--- config.mk ---
export PLATFORM = sky130hd
export DESIGN_NAME = transient_reset_median_filter
export DESIGN_NICKNAME = d
export VERILOG_FILES = /design/src/rtl/tmf_pkg.sv /design/src/rtl/tmf_rank.sv /design/src/rtl/transient_reset_median_filter.sv
export SDC_FILE = /design/constraint.sdc
export NUM_CORES = 1
export LEC_CHECK = 0
export BUFFER_PORTS_ARGS = -buffer_cell sky130_fd_sc_hd__buf_4
export CORE_MARGIN = 2
export CORE_UTILIZATION = 61
export CTS_CLUSTER_DIAMETER = 150
export CTS_CLUSTER_SIZE = 12
export DETAILED_ROUTE_END_ITERATION = 16
export GPL_TIMING_DRIVEN = 0
export PLACE_DENSITY_LB_ADDON = 0.08
export SLEW_MARGIN = 20
export SYNTH_ARGS = -nofsm -noshare
export SYNTH_HDL_FRONTEND = slang
export SYNTH_HIERARCHICAL = 1
export SYNTH_SLANG_ARGS = --single-unit
--- constraint.sdc ---
create_clock -name clk_i -period 16.28 [get_ports clk_i]
set_clock_uncertainty 0.2 [all_clocks]
set_input_delay 0.814 -clock clk_i [delete_from_list [all_inputs] [get_ports clk_i]]
set_output_delay 0.814 -clock clk_i [all_outputs]
set_load 0.005 [all_outputs]
--- src/rtl/tmf_pkg.sv ---
// Shared types and constants of the transient-reset median filter.
`timescale 1ns / 1ps
package tmf_pkg;

  localparam int WinSize    = 8;
  localparam int SampleBits = 12;
  localparam int IdxW       = $clog2(WinSize);
  localparam int CntW       = $clog2(WinSize + 1);

  localparam logic [SampleBits-1:0] ThresholdReset = SampleBits'(200);

  typedef logic [SampleBits-1:0]              sample_t;
  typedef logic [WinSize-1:0][SampleBits-1:0] window_t;

  // Request to the rank unit: which entry to rank and how many entries count.
  typedef struct packed {
    logic [IdxW-1:0] cand;
    logic [CntW-1:0] count;
  } rank_req_t;

  typedef enum logic [1:0] {
    StIdle,
    StRank,
    StDone
  } tmf_state_e;

endpackage

--- src/rtl/tmf_rank.sv ---
// Rank unit: position of one window entry in the stable ascending order.
`timescale 1ns / 1ps
module tmf_rank (
  input  tmf_pkg::window_t          window_i,
  input  tmf_pkg::rank_req_t        req_i,
  output logic [tmf_pkg::CntW-1:0]  rank_o
);
  import tmf_pkg::*;

  sample_t cand_val;

  assign cand_val = window_i[req_i.cand];

  // Equal values are ordered by index so that every entry gets a distinct rank.
  always_comb begin
    rank_o = '0;
    for (int j = 0; j < WinSize; j++) begin
      if ((CntW'(j) < req_i.count) &&
          ((window_i[j] < cand_val) ||
           ((window_i[j] == cand_val) && (IdxW'(j) < req_i.cand)))) begin
        rank_o = rank_o + CntW'(1);
      end
    end
  end

endmodule

--- src/rtl/transient_reset_median_filter.sv ---
// Top level of the transient-reset median filter.
//
// One 12-bit ADC sample enters per transfer on the input channel (in_valid_i,
// in_stall_o, sample_i); one result leaves per transfer on the output channel
// (out_valid_o, out_stall_i, median_o, flushed_o, valid_count_o).
// In the cycle a sample is taken the window is updated: once the window is
// full, a sample further than the threshold from the last median overwrites
// every entry, otherwise it replaces the oldest one. A single rank unit then
// ranks one entry per cycle against the valid entries, picking up the middle
// values, and the median is then formed and registered once the output register
// is free. The input is stalled from the transfer until the median is formed, so
// a new sample is taken only after the previous one is finished. The result sits
// in an output register; the next sample is taken while it waits, but the next
// result is held back, with the input stalled, until the receiver has taken the
// previous one.
// The threshold is written through cfg_we_i and cfg_wdata_i; the user must write it
// only while idle, as the block itself does not enforce this. Reset clears the window
// to zero, empties it, sets the last median to zero and the threshold to 200.
`timescale 1ns / 1ps
module transient_reset_median_filter (
  input  logic                              clk_i,
  input  logic                              rst_ni,
  input  logic                              cfg_we_i,
  input  logic [tmf_pkg::SampleBits-1:0]    cfg_wdata_i,
  input  logic                              in_valid_i,
  output logic                              in_stall_o,
  input  logic [tmf_pkg::SampleBits-1:0]    sample_i,
  output logic                              out_valid_o,
  input  logic                              out_stall_i,
  output logic [tmf_pkg::SampleBits-1:0]    median_o,
  output logic                              flushed_o,
  output logic [tmf_pkg::CntW-1:0]          valid_count_o
);
  import tmf_pkg::*;

  tmf_state_e state_q, state_d;

  window_t          window_q;
  logic [IdxW-1:0]  wp_q, wp_d;
  logic             full_q, full_d;
  sample_t          prev_med_q;
  sample_t          thr_q;
  logic [CntW-1:0]  count_q, count_d;
  logic [IdxW-1:0]  cand_q;
  logic             flush_q;
  sample_t          lo_q, hi_q;

  logic             out_valid_q;
  sample_t          median_q;
  logic             flushed_q;
  logic [CntW-1:0]  valid_count_q;

  logic             accept;
  logic             rank_step;
  logic             finish;
  logic             last_cand;
  logic             flush;
  sample_t          diff;
  logic [CntW-1:0]  rank;
  logic [CntW-1:0]  mid_hi;
  logic [CntW-1:0]  mid_lo;
  logic [SampleBits:0] mid_sum;
  sample_t          median_d;
  rank_req_t        req;

  assign accept = in_valid_i && !in_stall_o;

  assign diff  = (sample_i >= prev_med_q) ? sample_i - prev_med_q : prev_med_q - sample_i;
  assign flush = full_q && (diff > thr_q);

  always_comb begin
    wp_d   = wp_q;
    full_d = full_q;
    if (!flush) begin
      if (wp_q == IdxW'(WinSize - 1)) begin
        wp_d   = '0;
        full_d = 1'b1;
      end else begin
        wp_d = wp_q + IdxW'(1);
      end
    end
    count_d = full_d ? CntW'(WinSize) : CntW'(wp_d);
  end

  assign req.cand  = cand_q;
  assign req.count = count_q;

  tmf_rank u_rank (
    .window_i (window_q),
    .req_i    (req),
    .rank_o   (rank)
  );

  assign last_cand = (CntW'(cand_q) + CntW'(1)) == count_q;
  assign mid_hi    = count_q >> 1;
  assign mid_lo    = mid_hi - CntW'(1);
  assign mid_sum   = {1'b0, lo_q} + {1'b0, hi_q};
  assign median_d  = count_q[0] ? hi_q : mid_sum[SampleBits:1];

  // Next state.
  always_comb begin
    state_d = state_q;
    case (state_q)
      StIdle:  if (accept) state_d = StRank;
      StRank:  if (last_cand) state_d = StDone;
      StDone:  if (!out_valid_q || !out_stall_i) state_d = StIdle;
      default: state_d = StIdle;
    endcase
  end

  // Sequencer outputs.
  always_comb begin
    in_stall_o = 1'b1;
    rank_step  = 1'b0;
    finish     = 1'b0;
    case (state_q)
      StIdle:  in_stall_o = 1'b0;
      StRank:  rank_step  = 1'b1;
      StDone:  finish     = !out_valid_q || !out_stall_i;
      default: in_stall_o = 1'b1;
    endcase
  end

  always_ff @(posedge clk_i or negedge rst_ni) begin
    if (!rst_ni) begin
      state_q     <= StIdle;
      window_q    <= '0;
      wp_q        <= '0;
      full_q      <= 1'b0;
      prev_med_q  <= '0;
      thr_q       <= ThresholdReset;
      out_valid_q <= 1'b0;
    end else begin
      state_q <= state_d;
      if (cfg_we_i) begin
        thr_q <= cfg_wdata_i;
      end
      if (accept) begin
        for (int i = 0; i < WinSize; i++) begin
          if (flush || (IdxW'(i) == wp_q)) begin
            window_q[i] <= sample_i;
          end
        end
        wp_q   <= wp_d;
        full_q <= full_d;
      end
      if (finish) begin
        prev_med_q  <= median_d;
        out_valid_q <= 1'b1;
      end else if (!out_stall_i) begin
        out_valid_q <= 1'b0;
      end
    end
  end

  always_ff @(posedge clk_i) begin
    if (accept) begin
      count_q <= count_d;
      flush_q <= flush;
      cand_q  <= '0;
    end
    if (rank_step) begin
      cand_q <= cand_q + IdxW'(1);
      if (rank == mid_hi) begin
        hi_q <= window_q[cand_q];
      end
      if (rank == mid_lo) begin
        lo_q <= window_q[cand_q];
      end
    end
    if (finish) begin
      median_q      <= median_d;
      flushed_q     <= flush_q;
      valid_count_q <= count_q;
    end
  end

  assign out_valid_o   = out_valid_q;
  assign median_o      = median_q;
  assign flushed_o     = flushed_q;
  assign valid_count_o = valid_count_q;

endmodule

==> After elaboration in Yosys (flattened, before gate mapping) <==
Index checks and enable logic that the tools add are counted.
W data, S select, Z words.
{ "totals": {"elab_cells": 168, "ff_bits": 176, "input_bits": 29} }
{ "op_classes": {"eq_ne": 25, "n_mux": 28, "addsub": 14, "n_lt_le_gt_ge": 27, "reduce_logical": 51} }
{ "op_table": {"columns": ["operator", "n"], "rows": [
  ["$eq A12 B12 Y1", 8],
  ["$lt A12 B12 Y1", 8],
  ["$bmux W12 S3", 1],
  ["$mux W12", 3],
  ["$mux W4", 8],
  ["$add A4 B1 Y4 const B", 6],
  ["$sub A12 B12 Y12", 2],
  ["$reduce_and A2 Y1", 10],
  ["$logic_and A1 B1 Y1", 18],
  ["$logic_or A1 B1 Y1", 17],
  ["$lt A3 B4 Y1 const A", 4],
  ["$add A12 B12 Y13", 1],
  ["$eq A3 B3 Y1 const A", 4],
  ["$ge A12 B12 Y1", 1],
  ["$gt A12 B12 Y1", 1],
  ["$lt A3 B3 Y1 const A", 4],
  ["$mux W3", 4],
  ["$eq A4 B4 Y1", 2],
  ["$lt A1 B4 Y1 const A", 2],
  ["$lt A2 B4 Y1 const A", 2],
  ["$mux W1", 8],
  ["$add A3 B1 Y3 const B", 2],
  ["$eq A2 B3 Y1 const A", 2],
  ["$lt A1 B3 Y1 const A", 2],
  ["other kinds (19)", 25]
]} }

==> Depth between registers and ports, before layout <==
{ "logic_depth": {"word_depth": 23, "depth_mapped": 35, "depth_no_buf": 34} }

==> Cells and area by module <==
The synthesis kept the hierarchy.
{ "modules_own_cells": {"columns": ["module", "area_each_um2", "cells_each", "n_inst"], "rows": [
  ["transient_reset_median_filter", 9786.9, 760, 1],
  ["tmf_rank", 3644.7, 407, 1]
]} }

==> Worst setup path after synthesis <==
OpenSTA, ideal clock, no wires.
{ "synth_timing": {"path_kind": "reg-to-reg", "start": "register cand_q[0]", "end": "register lo_q[0], enable pin", "t_arrival_ns": 7.954, "path_slack_ns": 7.713, "n_path_buf": 2, "period_less_slack_ns": 8.567, "stages_incl_launch_ff": 34, "cell_sequence": "edfxtp_1 > buf_2 > buf_1 > mux4_2 > mux2i_1 > ha_1 > a21o_1 > a21o_1 > a21oi_1 > o221ai_1 > o31a_1 > or2_2 > inv_1 > ha_1 > nor2_1 > and3_1 > nor3_4 > xnor2_1 > a21oi_1 > ha_1 > nor3_1 > a211oi_2 > xnor2_1 > mux2_2 > ha_1 > nand2_1 > o21ai_0 > ha_1 > nand2_1 > xnor2_1 > xor2_1 > xnor2_1 > nand2_1 > nor4_1"} }
{ "synth_between": {"elab_chain_len": 23, "elab_cells_between_ends": 67, "classes_between": "7 x add/sub; 16 x order compare; 9 x eq/ne; 10 x mux; 25 x reduce/logical"} }
{ "synth_lines": {"columns": ["element", "line", "source"], "rows": [
  ["start: declaration", "transient_reset_median_filter.sv:44", "logic [IdxW-1:0] cand_q;"],
  ["start signal: assignment", "transient_reset_median_filter.sv:163", "cand_q <= cand_q + IdxW'(1);"],
  ["parallel branches: the longest is 20 deep, another holds $lt A12 B12 Y1", null, null],
  ["$mux W4 *", "tmf_rank.sv:18", "if ((CntW'(j) < req_i.count) &&"],
  ["named net rank[2]", "transient_reset_median_filter.sv:59", "logic [CntW-1:0] rank;"],
  ["$eq A4 B4 Y1 *", "transient_reset_median_filter.sv:167", "if (rank == mid_lo) begin"],
  ["$reduce_and A2 Y1 (no line) *", null, null],
  ["end signal: assignment", "transient_reset_median_filter.sv:168", "lo_q <= window_q[cand_q];"],
  ["end: declaration", "transient_reset_median_filter.sv:46", "sample_t lo_q, hi_q;"]
]} }
Mark *: on every way through the listed nets, which the timed path passes. The select of a mux whose other input is x is not followed.
A chain may end at the register's enable or synchronous reset.

==> Worst setup path in the final report <==
{ "layout_timing": {"start": "register cand_q[2]", "end": "register lo_q[6], enable pin"} }
The elaborated chain is that of the path after synthesis.

==> run_results.csv <==
group,metric,value,unit
drt,dr.pass1.iters,5,
logic_synthesis,yosysTopAreaCellShare,0.231,
flow_run,maxCapViolations,0,
clock_tree,htreeDepth,4,
logic_synthesis,ys_warn_count,6,
global_routing,grt_use_total,0.310,
global_routing,grt_max_degree,89,
final_layout,diodes,0,
worst_setup_path,critical_path_arrival,10.12,ns
clock_tree,cts_sinks,176,
worst_setup_path,worst-r2r-cell-count,34,
timing,report.final.slew_viol_count,0,
final_layout,nets,1426,
clock_tree,clock_latency,0.44,ns
global_routing,grt-ovfl-total,0,
floorplan,boundaryPins,48,
worst_setup_path,reg2reg_to,"lo_q[6]",
place,place_area,14200,µm²
drt,drtIter0Drc,598,
timing,finalHoldViolCount,0,
worst_setup_path,rrSetupSlack,6.10,ns
worst_setup_path,criticalPathCategory,"reg2reg",
timing,fin_crit,10.18,ns
worst_setup_path,cpMostUsedCell,"ha_1",
worst_setup_path,worstPathRequired,16.22,ns
timing,tns,0,ns
place,gp_congestion,0.927,
drt,wire_per_inst,23.0,µm
floorplan,die_y,152,µm
worst_setup_path,end_kind,"register",
clock_tree,post_cts_resized,0,
place,dp_hpwl,25.9,mm
status,status,"complete, no violations",
global_routing,first_global_vias,9779,
logic_synthesis,synth_flop_cell,"dfrtp_1",
global_routing,grt_pass1_wl,55.6,mm
floorplan,die_w,152,µm
drt,ant_nets,0,
drt,dr_wl_met2,16.9,mm
floorplan,initial_core_util,0.619,
drt,dr.max_layer_used,"met4",
drt,wl_met1,14.8,mm
drt,dr_total_vias,9776,
timing,maxSlewHeadroom,0.285,
worst_setup_path,worstReg2RegStart,"cand_q[2]",
hold_path,hold_path.class,"in2async",
clock_tree,hold_buffers,0,
logic_synthesis,async_flop_share,0.722,
final_layout,area_growth,10.2,%
worst_setup_path,slowest_delay,0.77,ns
worst_setup_path,critPathMaxFanout,12,
clock_tree,cts_setup_buffers,0,
drt,met3_length,2.32,mm
clock_tree,tritoncts,"built",
floorplan,die_area,23200,µm²
logic_synthesis,ys_ff_latch,176,
final_layout,seqCellArea,4650,µm²
logic_synthesis,ys_seq_area_frac,0.346,
place,port-buffer-count,47,
logic_synthesis,synth.avg_cell_area,11.5,µm²
logic_synthesis,yosysMostFrequentCell,"ha_1",
logic_synthesis,synth_edf_count,49,
drt,vias_per_cell,6.39,
worst_setup_path,slowest_stage,"clkbuf_1",
floorplan,core,21700,µm²
final_layout,drive_above_1_share,0.242,
final_layout,postLayoutCoreUtil,0.683,
logic_synthesis,ys_top_cells_by_area,"dfrtp_1 (23%), ha_1 (15%), edfxtp_1 (11%)",
timing,finalCritPeriodShare,0.626,
final_layout,fin_area,14800,µm²
logic_synthesis,synth_top_area_cell,"dfrtp_1",
final_layout,multi_input_area,8260,µm²
drt,drc,0,
timing,worst_pin_slew,1.07,ns
drt,drt_wl_total,35.2,mm
clock_tree,cts_buffers,17,
floorplan,row_count,54,
clock_tree,cts-root-buf,"clkbuf_16",
final_layout,fillCellCount,1641,
timing,max_freq,98.2,MHz
timing,rsz0062_at_grt,"no",
logic_synthesis,synth_fp_nets,1357,
clock_tree,cts_buffer_depth,2,
global_routing,antenna_found_initial,0,
logic_synthesis,synth_cells,1167,
worst_setup_path,startpoint_type,"register",
clock_tree,cts.reportedPaths.clkPinSlew,0.08,ns
logic_synthesis,synth_cell_types,85,
logic_synthesis,synthTopCellsByCount,"ha_1 (158), dfrtp_1 (124), nand2_1 (75)",
logic_synthesis,syn-cell-area,13400,µm²
timing,finalSetupViolCount,0,
==> state kept, by name (all words and copies together), names as in the netlist <==
| name | flops |
|---|---|
| cand_q | 3 |
| count_q | 4 |
| flush_q | 1 |
| flushed_o | 1 |
| full_q | 1 |
| hi_q | 12 |
| lo_q | 12 |
| median_o | 12 |
| out_valid_o | 1 |
| prev_med_q | 12 |
| state_q | 2 |
| thr_q | 12 |
| valid_count_o | 4 |
| window_q | 96 |
| wp_q | 3 |
==> layout by cell type (no fill, tap or decap), drive strengths merged, types with 8 or more instances in the layout <==
master,Yosys,layout
a211o,8,8
nor2b,18,18
clkinv,2,11
nor3,20,20
buf,20,70
nand4,22,22
o211ai,9,9
clkbuf,17,34
mux2,116,116
nand3,17,17
a21o,25,25
and3,13,13
xor2,13,13
xnor2,25,25
nor2,36,36
mux2i,24,24
mux4,48,48
dfrtp,124,124
ha,158,158
nand2,76,76
edfxtp,49,49
nand2b,18,18
a21oi,76,76
inv,74,79
a31oi,10,10
o21ai,57,57
==> worst max path at each step <==
stage,startpoint,to,slack (ns),cells past startpoint
after global routing,cand_q[2],lo_q[6],5.69,34
final,cand_q[2],lo_q[6],6.10,34
after CTS,cand_q[2],lo_q[8],6.28,34
after floorplan,cand_q[0],lo_q[0],7.71,33
after detailed placement,cand_q[2],lo_q[11],6.33,34
after global placement,cand_q[2],lo_q[11],5.47,33
==> cell type report <==
type	count	share of cell area
buffer	37	0.0164
clock buffer	17	0.0287
clock inverter	15	0.0126
inverter	76	0.0193
multi-input combinational	878	0.558
sequential	176	0.314
tap	280	0.0237
timing repair buffer	50	0.0269
==> worst max-delay path: cells and delay by family, from the launching register on <==
kind                     cells  cell delay, ns
AO/OA/AOI/OAI                8            1.35
XOR/XNOR                     5            0.90
multiplexers                 3            1.36
buffers and inverters        4            1.82
adder cells (fa/ha/maj)      5            1.48
AND/OR/NAND/NOR              9            2.04
flip-flops                   1            0.71
==> cell families after synthesis <==
group / after synthesis / synth area share
multiplexers: 188 / 0.215
AND/OR/NAND/NOR: 250 / 0.0971
XOR/XNOR: 39 / 0.0278
AO/OA/AOI/OAI: 240 / 0.123
adder cells (fa/ha/maj): 161 / 0.152
buffers and inverters: 113 / 0.0392
flip-flops: 176 / 0.346
==> stage by stage <==
| step | cells | setup slack, ns | hold slack (ns) |
|---|---|---|---|
| 3_3_place_gp | 1494 | 5.47 | 0.204 |
| 6_report | 1529 | 6.10 | 0.0501 |
| 3_5_place_dp | 1497 | 6.33 | 0.205 |
| 5_1_grt | 1529 | 5.69 | 0.0654 |
| 2_1_floorplan | 1167 | 7.71 | 0.200 |
| 4_1_cts | 1529 | 6.28 | 0.0562 |
==> per-layer routing <==
metal / up-vias / global-route usage
met4: 0 / 0.102
met3: 61 / 0.0586
met2: 367 / 0.515
met1: 4827 / 0.414
met5: - / 0
li1: 4521 / -
Power is not shown: default switching activity piles up to over one toggle a cycle in this logic, so the estimate is an artifact.
